`src/rtl/core/sbsh_pkg.sv`:
```
// Shared types, constants and SHA-256 helper functions for the byte stream hasher.
package sbsh_pkg;

  localparam int WordW = 32;
  localparam int BufDepth = 16;
  localparam int BufAw = 4;
  localparam int CountW = 61;
  localparam logic [7:0] PadByte = 8'h80;

  // Request from the compression engine to the block memory.
  typedef struct packed {
    logic             we;
    logic [BufAw-1:0] waddr;
    logic [WordW-1:0] wdata;
    logic [BufAw-1:0] raddr_a;
    logic [BufAw-1:0] raddr_b;
  } sbsh_ram_req_t;

  typedef logic [7:0][WordW-1:0] sbsh_hash_t;

  function automatic logic [31:0] ror32(input logic [31:0] x, input int n);
    return (x >> n) | (x << (32 - n));
  endfunction

  function automatic logic [31:0] big_sig0(input logic [31:0] x);
    return ror32(x, 2) ^ ror32(x, 13) ^ ror32(x, 22);
  endfunction

  function automatic logic [31:0] big_sig1(input logic [31:0] x);
    return ror32(x, 6) ^ ror32(x, 11) ^ ror32(x, 25);
  endfunction

  function automatic logic [31:0] small_sig0(input logic [31:0] x);
    return ror32(x, 7) ^ ror32(x, 18) ^ (x >> 3);
  endfunction

  function automatic logic [31:0] small_sig1(input logic [31:0] x);
    return ror32(x, 17) ^ ror32(x, 19) ^ (x >> 10);
  endfunction

  // Initial hash values for a new message.
  function automatic sbsh_hash_t init_hash();
    sbsh_hash_t h;
    h[0] = 32'h6a09e667; h[1] = 32'hbb67ae85; h[2] = 32'h3c6ef372; h[3] = 32'ha54ff53a;
    h[4] = 32'h510e527f; h[5] = 32'h9b05688c; h[6] = 32'h1f83d9ab; h[7] = 32'h5be0cd19;
    return h;
  endfunction

  // Round constants.
  function automatic logic [31:0] round_k(input logic [5:0] idx);
    logic [31:0] k;
    case (idx)
      6'd0:  k = 32'h428a2f98; 6'd1:  k = 32'h71374491; 6'd2:  k = 32'hb5c0fbcf;
      6'd3:  k = 32'he9b5dba5; 6'd4:  k = 32'h3956c25b; 6'd5:  k = 32'h59f111f1;
      6'd6:  k = 32'h923f82a4; 6'd7:  k = 32'hab1c5ed5; 6'd8:  k = 32'hd807aa98;
      6'd9:  k = 32'h12835b01; 6'd10: k = 32'h243185be; 6'd11: k = 32'h550c7dc3;
      6'd12: k = 32'h72be5d74; 6'd13: k = 32'h80deb1fe; 6'd14: k = 32'h9bdc06a7;
      6'd15: k = 32'hc19bf174; 6'd16: k = 32'he49b69c1; 6'd17: k = 32'hefbe4786;
      6'd18: k = 32'h0fc19dc6; 6'd19: k = 32'h240ca1cc; 6'd20: k = 32'h2de92c6f;
      6'd21: k = 32'h4a7484aa; 6'd22: k = 32'h5cb0a9dc; 6'd23: k = 32'h76f988da;
      6'd24: k = 32'h983e5152; 6'd25: k = 32'ha831c66d; 6'd26: k = 32'hb00327c8;
      6'd27: k = 32'hbf597fc7; 6'd28: k = 32'hc6e00bf3; 6'd29: k = 32'hd5a79147;
      6'd30: k = 32'h06ca6351; 6'd31: k = 32'h14292967; 6'd32: k = 32'h27b70a85;
      6'd33: k = 32'h2e1b2138; 6'd34: k = 32'h4d2c6dfc; 6'd35: k = 32'h53380d13;
      6'd36: k = 32'h650a7354; 6'd37: k = 32'h766a0abb; 6'd38: k = 32'h81c2c92e;
      6'd39: k = 32'h92722c85; 6'd40: k = 32'ha2bfe8a1; 6'd41: k = 32'ha81a664b;
      6'd42: k = 32'hc24b8b70; 6'd43: k = 32'hc76c51a3; 6'd44: k = 32'hd192e819;
      6'd45: k = 32'hd6990624; 6'd46: k = 32'hf40e3585; 6'd47: k = 32'h106aa070;
      6'd48: k = 32'h19a4c116; 6'd49: k = 32'h1e376c08; 6'd50: k = 32'h2748774c;
      6'd51: k = 32'h34b0bcb5; 6'd52: k = 32'h391c0cb3; 6'd53: k = 32'h4ed8aa4a;
      6'd54: k = 32'h5b9cca4f; 6'd55: k = 32'h682e6ff3; 6'd56: k = 32'h748f82ee;
      6'd57: k = 32'h78a5636f; 6'd58: k = 32'h84c87814; 6'd59: k = 32'h8cc70208;
      6'd60: k = 32'h90befffa; 6'd61: k = 32'ha4506ceb; 6'd62: k = 32'hbef9a3f7;
      default: k = 32'hc67178f2;
    endcase
    return k;
  endfunction

endpackage

```
`src/rtl/core/sbsh_ram.sv`:
```
// Generic synchronous RAM with one write port and two registered read ports.
module sbsh_ram #(
  parameter int WIDTH = 32,
  parameter int DEPTH = 16
) (
  input  logic                     clk,
  input  logic                     we,
  input  logic [$clog2(DEPTH)-1:0] waddr,
  input  logic [WIDTH-1:0]         wdata,
  input  logic [$clog2(DEPTH)-1:0] raddr_a,
  input  logic [$clog2(DEPTH)-1:0] raddr_b,
  output logic [WIDTH-1:0]         rdata_a,
  output logic [WIDTH-1:0]         rdata_b
);

  logic [WIDTH-1:0] mem [DEPTH];

  // Write and registered reads.
  always_ff @(posedge clk) begin
    if (we) begin
      mem[waddr] <= wdata;
    end
    rdata_a <= mem[raddr_a];
    rdata_b <= mem[raddr_b];
  end

endmodule

```
`src/rtl/core/sbsh_core.sv`:
```
// SHA-256 compression engine; the message schedule is kept in place in the block memory.
module sbsh_core
  import sbsh_pkg::*;
(
  input  logic          clk,
  input  logic          rst_n,
  input  logic          start,
  input  sbsh_hash_t    hash_in,
  input  logic [31:0]   rdata_a,
  input  logic [31:0]   rdata_b,
  output sbsh_ram_req_t ram_req,
  output logic          busy,
  output logic          done,
  output sbsh_hash_t    hash_out
);

  localparam logic [2:0] C_IDLE = 3'd0;
  localparam logic [2:0] C_S0   = 3'd1;
  localparam logic [2:0] C_S1   = 3'd2;
  localparam logic [2:0] C_P0   = 3'd3;
  localparam logic [2:0] C_P1   = 3'd4;
  localparam logic [2:0] C_FIN  = 3'd5;

  logic [2:0]  state_r, state_nxt;
  logic [5:0]  rnd_r, rnd_nxt;
  sbsh_hash_t  v_r, v_nxt;
  logic [31:0] x_r, x_nxt, y_r, y_nxt, w_r, w_nxt;
  logic [31:0] w_calc, t1, t2;

  // Schedule word: straight from memory in the first 16 rounds.
  assign w_calc = (rnd_r[5:4] == 2'b00) ? x_r :
                  x_r + small_sig0(rdata_a) + y_r + small_sig1(rdata_b);

  assign t1 = v_r[7] + big_sig1(v_r[4]) + ((v_r[4] & v_r[5]) ^ (~v_r[4] & v_r[6]))
            + round_k(rnd_r) + w_r;
  assign t2 = big_sig0(v_r[0]) + ((v_r[0] & v_r[1]) ^ (v_r[0] & v_r[2]) ^ (v_r[1] & v_r[2]));

  // Each round runs a schedule update (C_P0), then the round itself (C_P1).
  always_comb begin
    state_nxt = state_r;
    rnd_nxt   = rnd_r;
    v_nxt     = v_r;
    x_nxt     = x_r;
    y_nxt     = y_r;
    w_nxt     = w_r;
    ram_req   = '0;
    case (state_r)
      C_IDLE: begin
        if (start) begin
          state_nxt = C_S0;
        end
      end
      C_S0: begin
        v_nxt           = hash_in;
        ram_req.raddr_a = 4'd0;
        state_nxt       = C_S1;
      end
      C_S1: begin
        x_nxt           = rdata_a;
        y_nxt           = rdata_b;
        ram_req.raddr_a = 4'd1;
        ram_req.raddr_b = 4'd14;
        rnd_nxt         = '0;
        state_nxt       = C_P0;
      end
      C_P0: begin
        w_nxt           = w_calc;
        ram_req.we      = (rnd_r[5:4] != 2'b00);
        ram_req.waddr   = rnd_r[3:0];
        ram_req.wdata   = w_calc;
        ram_req.raddr_a = rnd_r[3:0] + 4'd1;
        ram_req.raddr_b = rnd_r[3:0] + 4'd10;
        state_nxt       = C_P1;
      end
      C_P1: begin
        x_nxt           = rdata_a;
        y_nxt           = rdata_b;
        ram_req.raddr_a = rnd_r[3:0] + 4'd2;
        ram_req.raddr_b = rnd_r[3:0] + 4'd15;
        v_nxt[7]        = v_r[6];
        v_nxt[6]        = v_r[5];
        v_nxt[5]        = v_r[4];
        v_nxt[4]        = v_r[3] + t1;
        v_nxt[3]        = v_r[2];
        v_nxt[2]        = v_r[1];
        v_nxt[1]        = v_r[0];
        v_nxt[0]        = t1 + t2;
        rnd_nxt         = rnd_r + 6'd1;
        state_nxt       = (rnd_r == 6'd63) ? C_FIN : C_P0;
      end
      C_FIN: begin
        state_nxt = C_IDLE;
      end
      default: begin
        state_nxt = C_IDLE;
      end
    endcase
  end

  always_ff @(posedge clk) begin
    if (!rst_n) begin
      state_r <= C_IDLE;
      rnd_r   <= '0;
    end else begin
      state_r <= state_nxt;
      rnd_r   <= rnd_nxt;
    end
    v_r <= v_nxt;
    x_r <= x_nxt;
    y_r <= y_nxt;
    w_r <= w_nxt;
  end

  // Feed-forward sum of the block's result.
  always_comb begin
    for (int j = 0; j < 8; j++) begin
      hash_out[j] = hash_in[j] + v_r[j];
    end
  end

  assign busy = (state_r != C_IDLE);
  assign done = (state_r == C_FIN);

endmodule

```
`src/rtl/core/sha256_byte_stream_hasher_top.sv`:
```
// Top level of the SHA-256 byte stream hasher: byte packing, padding and digest output.
//
//  Channel | Dir | Signals                    | Contents
//  in_     | in  | tvalid tready tdata tuser tlast | one message byte, byte flag, end flag
//  out_    | out | tvalid tready tdata        | eight 32-bit digest words
//
// The 64th byte of a block starts the compression engine, which loads the block, runs a
// schedule update and then a round for each of the 64 rounds over the dual-read block memory,
// and adds the feed-forward; no byte transaction is taken while it runs.
// An end transaction adds padding writes and one or two compressions.
// Reset is synchronous; it clears the control state and loads the initial hash values.
// A pending digest does not stop byte transactions; only the next digest waits for out_tready.
module sha256_byte_stream_hasher_top
  import sbsh_pkg::*;
(
  input  logic         clk,
  input  logic         rst_n,
  input  logic         in_tvalid,
  output logic         in_tready,
  input  logic [7:0]   in_tdata,   // [7:0] data_byte
  input  logic         in_tuser,   // [0] has_byte
  input  logic         in_tlast,   // end_of_message
  output logic         out_tvalid,
  input  logic         out_tready,
  output logic [255:0] out_tdata   // digest_word_0 [31:0] up to digest_word_7 [255:224]
);

  localparam logic [2:0] S_IDLE     = 3'd0;
  localparam logic [2:0] S_PAD      = 3'd1;
  localparam logic [2:0] S_ZERO     = 3'd2;
  localparam logic [2:0] S_LEN_HI   = 3'd3;
  localparam logic [2:0] S_LEN_LO   = 3'd4;
  localparam logic [2:0] S_CMP_GO   = 3'd5;
  localparam logic [2:0] S_CMP_WAIT = 3'd6;
  localparam logic [2:0] S_EMIT     = 3'd7;

  logic [2:0]        state_r, state_nxt, ret_r, ret_nxt;
  logic [CountW-1:0] cnt_r, cnt_nxt;
  logic [31:0]       word_r, word_nxt;
  logic [4:0]        z_r, z_nxt;
  logic              two_r, two_nxt;
  sbsh_hash_t        hash_r, hash_nxt;
  logic              out_valid_r, out_valid_nxt;
  logic [255:0]      out_data_r, out_data_nxt;
  logic              start;
  logic              in_fire;
  logic [5:0]        pos;
  logic [63:0]       bit_len;

  logic              top_we;
  logic [BufAw-1:0]  top_waddr;
  logic [31:0]       top_wdata;

  sbsh_ram_req_t     core_req;
  logic              core_busy, core_done;
  sbsh_hash_t        core_hash;
  logic [31:0]       rdata_a, rdata_b;

  // Place one byte big-endian in the word; the first byte of a word drops the old contents.
  function automatic logic [31:0] put_byte(input logic [31:0] w, input logic [1:0] p,
                                           input logic [7:0] b);
    logic [31:0] r;
    case (p)
      2'd0:    r = {b, 24'h0};
      2'd1:    r = {w[31:24], b, 16'h0};
      2'd2:    r = {w[31:16], b, 8'h0};
      default: r = {w[31:8], b};
    endcase
    return r;
  endfunction

  assign in_tready = (state_r == S_IDLE);
  assign in_fire   = in_tvalid && in_tready;
  assign pos       = cnt_r[5:0];
  assign bit_len   = {cnt_r, 3'b000};
  assign start     = (state_r == S_CMP_GO);

  // Message sequencer.
  always_comb begin
    state_nxt     = state_r;
    ret_nxt       = ret_r;
    cnt_nxt       = cnt_r;
    word_nxt      = word_r;
    z_nxt         = z_r;
    two_nxt       = two_r;
    hash_nxt      = hash_r;
    out_valid_nxt = out_valid_r && !out_tready;
    out_data_nxt  = out_data_r;
    top_we        = 1'b0;
    top_waddr     = pos[5:2];
    top_wdata     = '0;
    case (state_r)
      S_IDLE: begin
        if (in_fire) begin
          if (in_tuser) begin
            word_nxt  = put_byte(word_r, pos[1:0], in_tdata);
            cnt_nxt   = cnt_r + 1'b1;
            top_we    = (pos[1:0] == 2'd3);
            top_wdata = word_nxt;
            if (pos == 6'd63) begin
              ret_nxt   = in_tlast ? S_PAD : S_IDLE;
              state_nxt = S_CMP_GO;
            end else if (in_tlast) begin
              state_nxt = S_PAD;
            end
          end else if (in_tlast) begin
            state_nxt = S_PAD;
          end
        end
      end
      S_PAD: begin
        top_we    = 1'b1;
        top_wdata = put_byte(word_r, pos[1:0], PadByte);
        z_nxt     = {1'b0, pos[5:2]} + 5'd1;
        two_nxt   = (pos[5:3] == 3'd7);
        state_nxt = S_ZERO;
      end
      S_ZERO: begin
        if (z_r[4]) begin
          if (two_r) begin
            two_nxt   = 1'b0;
            z_nxt     = '0;
            ret_nxt   = S_ZERO;
            state_nxt = S_CMP_GO;
          end else begin
            state_nxt = S_LEN_HI;
          end
        end else begin
          top_we    = 1'b1;
          top_waddr = z_r[3:0];
          z_nxt     = z_r + 5'd1;
        end
      end
      S_LEN_HI: begin
        top_we    = 1'b1;
        top_waddr = 4'd14;
        top_wdata = bit_len[63:32];
        state_nxt = S_LEN_LO;
      end
      S_LEN_LO: begin
        top_we    = 1'b1;
        top_waddr = 4'd15;
        top_wdata = bit_len[31:0];
        ret_nxt   = S_EMIT;
        state_nxt = S_CMP_GO;
      end
      S_CMP_GO: begin
        state_nxt = S_CMP_WAIT;
      end
      S_CMP_WAIT: begin
        if (core_done) begin
          hash_nxt  = core_hash;
          state_nxt = ret_r;
        end
      end
      S_EMIT: begin
        if (!out_valid_r || out_tready) begin
          out_valid_nxt = 1'b1;
          out_data_nxt  = hash_r;
          hash_nxt      = init_hash();
          cnt_nxt       = '0;
          state_nxt     = S_IDLE;
        end
      end
      default: begin
        state_nxt = S_IDLE;
      end
    endcase
  end

  always_ff @(posedge clk) begin
    if (!rst_n) begin
      state_r     <= S_IDLE;
      ret_r       <= S_IDLE;
      cnt_r       <= '0;
      z_r         <= '0;
      two_r       <= 1'b0;
      hash_r      <= init_hash();
      out_valid_r <= 1'b0;
    end else begin
      state_r     <= state_nxt;
      ret_r       <= ret_nxt;
      cnt_r       <= cnt_nxt;
      z_r         <= z_nxt;
      two_r       <= two_nxt;
      hash_r      <= hash_nxt;
      out_valid_r <= out_valid_nxt;
    end
    word_r     <= word_nxt;
    out_data_r <= out_data_nxt;
  end

  // Block memory: the engine owns the write port while it runs.
  sbsh_ram #(
    .WIDTH(WordW),
    .DEPTH(BufDepth)
  ) u_ram (
    .clk    (clk),
    .we     (core_busy ? core_req.we : top_we),
    .waddr  (core_busy ? core_req.waddr : top_waddr),
    .wdata  (core_busy ? core_req.wdata : top_wdata),
    .raddr_a(core_req.raddr_a),
    .raddr_b(core_req.raddr_b),
    .rdata_a(rdata_a),
    .rdata_b(rdata_b)
  );

  sbsh_core u_core (
    .clk     (clk),
    .rst_n   (rst_n),
    .start   (start),
    .hash_in (hash_r),
    .rdata_a (rdata_a),
    .rdata_b (rdata_b),
    .ram_req (core_req),
    .busy    (core_busy),
    .done    (core_done),
    .hash_out(core_hash)
  );

  assign out_tvalid = out_valid_r;
  assign out_tdata  = out_data_r;

  // The sequencer never writes the block memory while the engine runs.
  a_no_write_clash: assert property (@(posedge clk) disable iff (!rst_n)
    core_busy |-> !top_we) else $error("block memory write clash");

  // The engine only finishes while the sequencer waits for it.
  a_done_in_wait: assert property (@(posedge clk) disable iff (!rst_n)
    core_done |-> (state_r == S_CMP_WAIT)) else $error("unexpected engine done");

  // No transaction is taken while a compression is in progress.
  a_no_accept_busy: assert property (@(posedge clk) disable iff (!rst_n)
    core_busy |-> !in_tready) else $error("input accepted during compression");

  // A new digest never overwrites one that has not been taken.
  a_no_overwrite: assert property (@(posedge clk) disable iff (!rst_n)
    (out_valid_r && !out_tready && state_r == S_EMIT) |=> (state_r == S_EMIT))
    else $error("digest overwritten");

endmodule
```
`config.mk`:
```
export PLATFORM = sky130hd
export DESIGN_NAME = sha256_byte_stream_hasher_top
export DESIGN_NICKNAME = d
export VERILOG_FILES = /design/src/rtl/core/sbsh_pkg.sv /design/src/rtl/core/sbsh_ram.sv /design/src/rtl/core/sbsh_core.sv /design/src/rtl/core/sha256_byte_stream_hasher_top.sv
export SDC_FILE = /design/constraint.sdc
export NUM_CORES = 2
export LEC_CHECK = 0
export BUFFER_PORTS_ARGS = -buffer_cell sky130_fd_sc_hd__buf_2
export CAP_MARGIN = 25
export CELL_PAD_IN_SITES_DETAIL_PLACEMENT = 0
export CELL_PAD_IN_SITES_GLOBAL_PLACEMENT = 2
export CORE_ASPECT_RATIO = 1.4
export CORE_MARGIN = 2
export CORE_UTILIZATION = 41
export CTS_CLUSTER_DIAMETER = 120
export CTS_CLUSTER_SIZE = 24
export DETAILED_ROUTE_END_ITERATION = 8
export PLACE_DENSITY_LB_ADDON = 0.1
export SKIP_CTS_REPAIR_TIMING = 1
export SYNTH_ARGS = -nofsm -noshare
export SYNTH_HDL_FRONTEND = slang
export SYNTH_SLANG_ARGS = --single-unit
```
`constraint.sdc`:
```
create_clock -name clk -period 17 [get_ports clk]
set_input_delay 0.85 -clock clk [delete_from_list [all_inputs] [get_ports clk]]
set_output_delay 0.85 -clock clk [all_outputs]
set_load 0.1 [all_outputs]
```
---- Yosys cells after proc, flatten, opt, wreduce, memory -nomap -nowiden ----
Memories as Yosys holds them, arrays and structs flattened. A register that Yosys moved wholly into a read port is not among the register bits.
Index checks and enable logic that the tools add are counted.
Widths: inputs -> output; s select.
storage, ports and cells
  bits of input ports ..................... 14
  memories ................................ 2
  RAM bits ................................ 512
  bits in registers ....................... 979
  output and inout port bits .............. 258
  bits in read-only memories .............. 2048
  word-level logic and storage cells ...... 196
cells by class
  mux-type cells .......................... 57
  add/sub/neg operators ................... 26
  reduce and logical (&&, ||, !) cells .... 27
  bitwise gates (word level) .............. 27
  equality and inequality tests ........... 27
memories
  memory           words  bits a word  rd ports  clocked after Yosys merged registers in  wr ports  line            text
  (no name shown)  64     32           1         1                                        0         sbsh_pkg.sv:52  case (idx)
  u_ram.mem        16     32           2         2                                        1         sbsh_ram.sv:16  logic [WIDTH-1:0] mem [DEPTH];
operators with widths
  kind                   number
  $pmux 256 s2           2
  $add 32x32->32         18
  $mux 256               2
  $xor 32x32->32         9
  $pmux 32 s3            2
  $mux 61                3
  $and 32x32->32         5
  $mux 32                4
  $pmux 32 s4            1
  $pmux 61 s2            1
  $add 61x1->61 const B  1
  $mux 3                 15
  $mux 37                1
  $pmux 4 s3             3
  $not 32->32            1
  $or 10x32->32          1
  $or 13x32->32          1
  $or 14x32->32          1
  $or 15x32->32          1
  $or 19x32->32          1
  $or 21x32->32          1
  $or 25x32->32          1
  $or 26x32->32          1
  $or 30x32->32          1
  other kinds (42)       87

---- Depth between registers and ports, before layout ----
  depth in word-level cells ............... 11
  mapped depth ............................ 36
  depth with buffers taken out ............ 35

---- Cells and area by module ----
A second synthesis with hierarchy kept.
unflattened totals
  cell total of the unflattened synthesis .. 8467
  area total of the unflattened synthesis .. 90778.3 um^2
by module, submodules not included
  module                         cells each  area an instance (um^2)  instances  sequential area each (um^2)
  sbsh_core                      5165        43474.2                  1          11390.9
  sbsh_ram                       1141        24203.2                  1          16656.0
  sha256_byte_stream_hasher_top  2161        23100.9                  1          15014.4

---- Least setup slack after synthesis ----
Ideal clock, no wire load.
  kind .................................... reg2reg
  start ................................... reg u_core.state_r[0]
  end ..................................... reg u_core.v_r[0] (netlist bit), enable pin
  data required time ...................... 16.043 ns
  data arrival time ....................... 13.192 ns
  clock period less this slack ............ 14.149 ns
  library setup time ...................... 0.957 ns
  setup slack ............................. 2.851 ns
  path buffers ............................ 2
  cell stages (with the launch flop) ...... 5
  cells stage by stage .................... dfxtp_1 -> clkbuf_1 -> clkbuf_1 -> nand2_1 -> a21oi_1
on the way
  cells in the longest elaborated chain, start to end .. 2
  elaborated cells on any way between the ends .. 3
  those cells by class .................... eq/ne (2); reduce/logical (1)
ends and longest elaborated chain
  what                                      line              text
  from (decl)                               sbsh_core.sv:24   logic [2:0] state_r, state_nxt;
  from (signal assigned)                    sbsh_core.sv:105  state_r <= state_nxt;
  $eq 3x1->1 or $eq 3x3->1 (tied branches)  sbsh_core.sv:47   case (state_r)
  $reduce_bool 2->1 (no source line) (*)    -
  to (signal assigned)                      sbsh_core.sv:108  v_r <= v_nxt;
  to (decl)                                 sbsh_core.sv:26   sbsh_hash_t v_r, v_nxt;
Mark *: on every way between the ends. The rest lies on a longest branch, timed or not.
A chain may end at the register's enable or synchronous reset.

==> results.toml <==
[global_route]
grt_overflow_total = 0
grt_pass1_vias = 68700
use_met1 = 0.373
grt_pass1_wl_mm = 493
grt_max_degree = 138
antenna_found_initial = 14
track_usage = 0.304
met3_usage = 0.0316
gr-usage-met2 = 0.535
busiest_layer = "met2"

[place]
dpl.cell_count = 12000
place_congestion = 0.940
hpwl_mm = 247
place_area_um2 = 94500
numPortBuffers = 271

[route]
dr.pass1.iters = 7
wire_per_inst_um = 28.7
via_count = 71200
postRouteAntennaNets = 0
drt_wl_total_mm = 348
vias_per_cell = 5.88
drt_iter0_drc = 5833
remaining_drc_errors = 0

[hold_path]
hp-class = "reg -> reg"

[logic_synthesis]
synth_top_area_frac = 0.382
yosysWarningCount = 0
async_reset_ff_frac = 0
yosys_most_used_dff = "edfxtp_1"
yosysTopAreaCell = "edfxtp_1"
synth_cells = 9207
synth_area_leaders = "edfxtp_1, dfxtp_1, nand2_1"
synth-seq-area-share = 0.478
synth.avg_cell_area_um2 = 9.78
ys_ff_latch = 1579
ys_types = 96
synth_area_um2 = 90000
synth-edff-count = 1144
synth.net_count = 9815

[sta]
clock_skew_ns = 0.0482
period_share = 0.496
finalSetupTns_ns = 0
rsz0062_at_grt = "false"
tightestPinTransition_ns = 1.39
final_max_slew_viol_count = 0
clock.fmax_ghz = 0.119
report.final.hold_viol_count = 0
fin_crit_ns = 8.44
slew_headroom = 0.0733
setup_violations = 0

[floorplan]
die_h_um = 559
dieArea_um2 = 223000
core_area_um2 = 218000
rows = 203
die_x_um = 400
num_io_pins = 272
initial_core_util = 0.412

[layout]
final_cell_mix = "nand2_1, edfxtp_1, a21oi_1"
drive_gt1_frac = 0.0662
layout_commonest_cell = "nand2_1"
syn_to_final_growth_pct = 7.65
final_cell_area_um2 = 96900
fill_cells = 21200
fin_cells = 12100
fin_nets = 9770

[critical_path]
r2r-start = "u_core.v_r[129]"
cpMostUsedCell = "fa_1"
r2r_end = "u_core.v_r[29]"
cpPeakStageDelay_ns = 0.56
r2r_slack_ns = 8.56
worstSetupPathType = "reg -> reg"
critPathMaxFanout = 7
cp-start-kind = "flop"
worstPathRequired_ns = 17.49
worst_ep_arrival_time_ns = 8.93
startpoint = "u_core.v_r[129]"
endpoint = "u_core.v_r[29]"
cpMaxStageDelayCell = "edfxtp_1"
end_kind = "flop"
worstRegToRegCells = 32

[pwr]
intPower_mw = 9.81
power_switching_mw = 8.28
pwr-share-comb = 0.600
p_sw_frac = 0.458
power_density_nw_per_um2 = 187
clkPwrFrac = 0.125
vdd_drop_max_mv = 0.273
p_leak_nw = 36.4
power_frac_seq = 0.275

[clock_network]
path_clk_slew_ns = 0.11
htreeDepth = 3
clock_latency_ns = 0.76
cts_made_buffers = 78
cts_sinks = 1579
cts_tree = "done"
clk_path_buf_depth = 3
cts-root-buf = "clkbuf_16"

[run_status]
outcome = "complete, no violations"

[job]
maxCapViolCount = 0
[synth_stat cells (19+ instances only)]
| cell | number |
|---|---|
| or3_1 | 36 |
| nor2b_1 | 164 |
| inv_1 | 349 |
| a21o_1 | 210 |
| nor3_1 | 68 |
| clkbuf_1 | 493 |
| mux2i_1 | 36 |
| fa_1 | 195 |
| dfxtp_1 | 435 |
| a22oi_1 | 79 |
| xor2_1 | 226 |
| a21oi_1 | 563 |
| nand4_1 | 38 |
| a221oi_1 | 19 |
| a311oi_1 | 178 |
| o21ai_1 | 22 |
| nor2_1 | 444 |
| o21bai_1 | 44 |
| o31ai_1 | 26 |
| o21a_1 | 58 |
| xnor2_1 | 404 |
| ha_1 | 399 |
| edfxtp_1 | 1144 |
| a211oi_1 | 211 |
| nand2b_1 | 64 |
| maj3_1 | 22 |
| and3_1 | 96 |
| o211ai_1 | 44 |
| o21ai_0 | 406 |
| buf_1 | 48 |
| a31oi_1 | 136 |
| a222oi_1 | 20 |
| nand2_1 | 1942 |
| nand3_1 | 223 |
| o22ai_1 | 86 |
[worst min-delay path by stage]
stage	startpoint	end	slack, ns	cells past startpoint
finish	hash_r[127]	out_tdata[127]	0.47	0
floorplan	hash_r[127]	out_tdata[127]	0.42	0
global placement	hash_r[127]	out_tdata[127]	0.44	0
global route	hash_r[127]	out_tdata[127]	0.49	0
CTS	hash_r[127]	out_tdata[127]	0.47	0
detailed placement	hash_r[127]	out_tdata[127]	0.44	0
[logic make-up after synthesis]
| family | synth area share |
|---|---|
| mux | 0.00550 |
| compound gates | 0.166 |
| simple gates | 0.150 |
| flops | 0.478 |
| buf+inv | 0.0376 |
| fa+ha+maj | 0.101 |
| xor+xnor | 0.0618 |
[area by class of cell]
class / count / area [um^2] / area share
antenna: 7 / 17.5 / 0.000181
clock buffer: 133 / 2220 / 0.0229
clock inverter: 11 / 133 / 0.00137
inverter: 354 / 1330 / 0.0137
multi-input combinational: 6728 / 44000 / 0.454
sequential: 1579 / 43100 / 0.444
tap: 2870 / 3590 / 0.0370
timing repair buffer: 421 / 2570 / 0.0266
[metrics by stage]
stage          hold WS, ns  utilization  total power [mW]  setup WS [ns]
3_3_place_gp         0.445        0.433              15.8           8.56
4_1_cts              0.467        0.444              18.1           8.56
3_5_place_dp         0.441        0.433              15.8           8.60
5_1_grt              0.486        0.444              19.3           8.08
6_report             0.467        0.444              18.1           8.56
2_1_floorplan        0.422            -              12.6           2.85
[sequential cells by signal (all words and copies together), names as in the netlist, 24 cells and up, named ones only]
signal         cells
u_ram.mem        512
word_r            24
u_ram.rdata_b     32
u_core.w_r        32
u_core.y_r        32
cnt_r             61
u_core.v_r       256
out_tdata        256
u_core.x_r        32
hash_r           256
u_ram.rdata_a     32
[per-layer routing]
metal | vias to the layer above | wire [um]
met5 | - | 15
met4 | 4 | 18400
met3 | 579 | 17200
met2 | 2416 | 173000
met1 | 35400 | 139000
li1 | 32700 | -
[worst max-delay path, delay by kind of cell (launching register included)]
family / cells / cell delay, ns
AO/OA/AOI/OAI: 17 / 3.30
XOR/XNOR: 2 / 0.44
adder cells (fa/ha/maj): 7 / 3.01
buffers and inverters: 3 / 0.19
flip-flops: 1 / 0.56
multiplexers: 1 / 0.45
AND/OR/NAND/NOR: 2 / 0.23
[power by group through the flow]
stage	registers (mW)	logic, mW	clock network (mW)
finish	4.97	10.9	2.26
global route	4.98	11.9	2.43
CTS	4.97	10.8	2.32
detailed placement	5.05	10.8	0
global placement	5.05	10.8	0
floorplan	4.90	7.74	0
No activity file was read; power rests on OpenSTA's default activity.
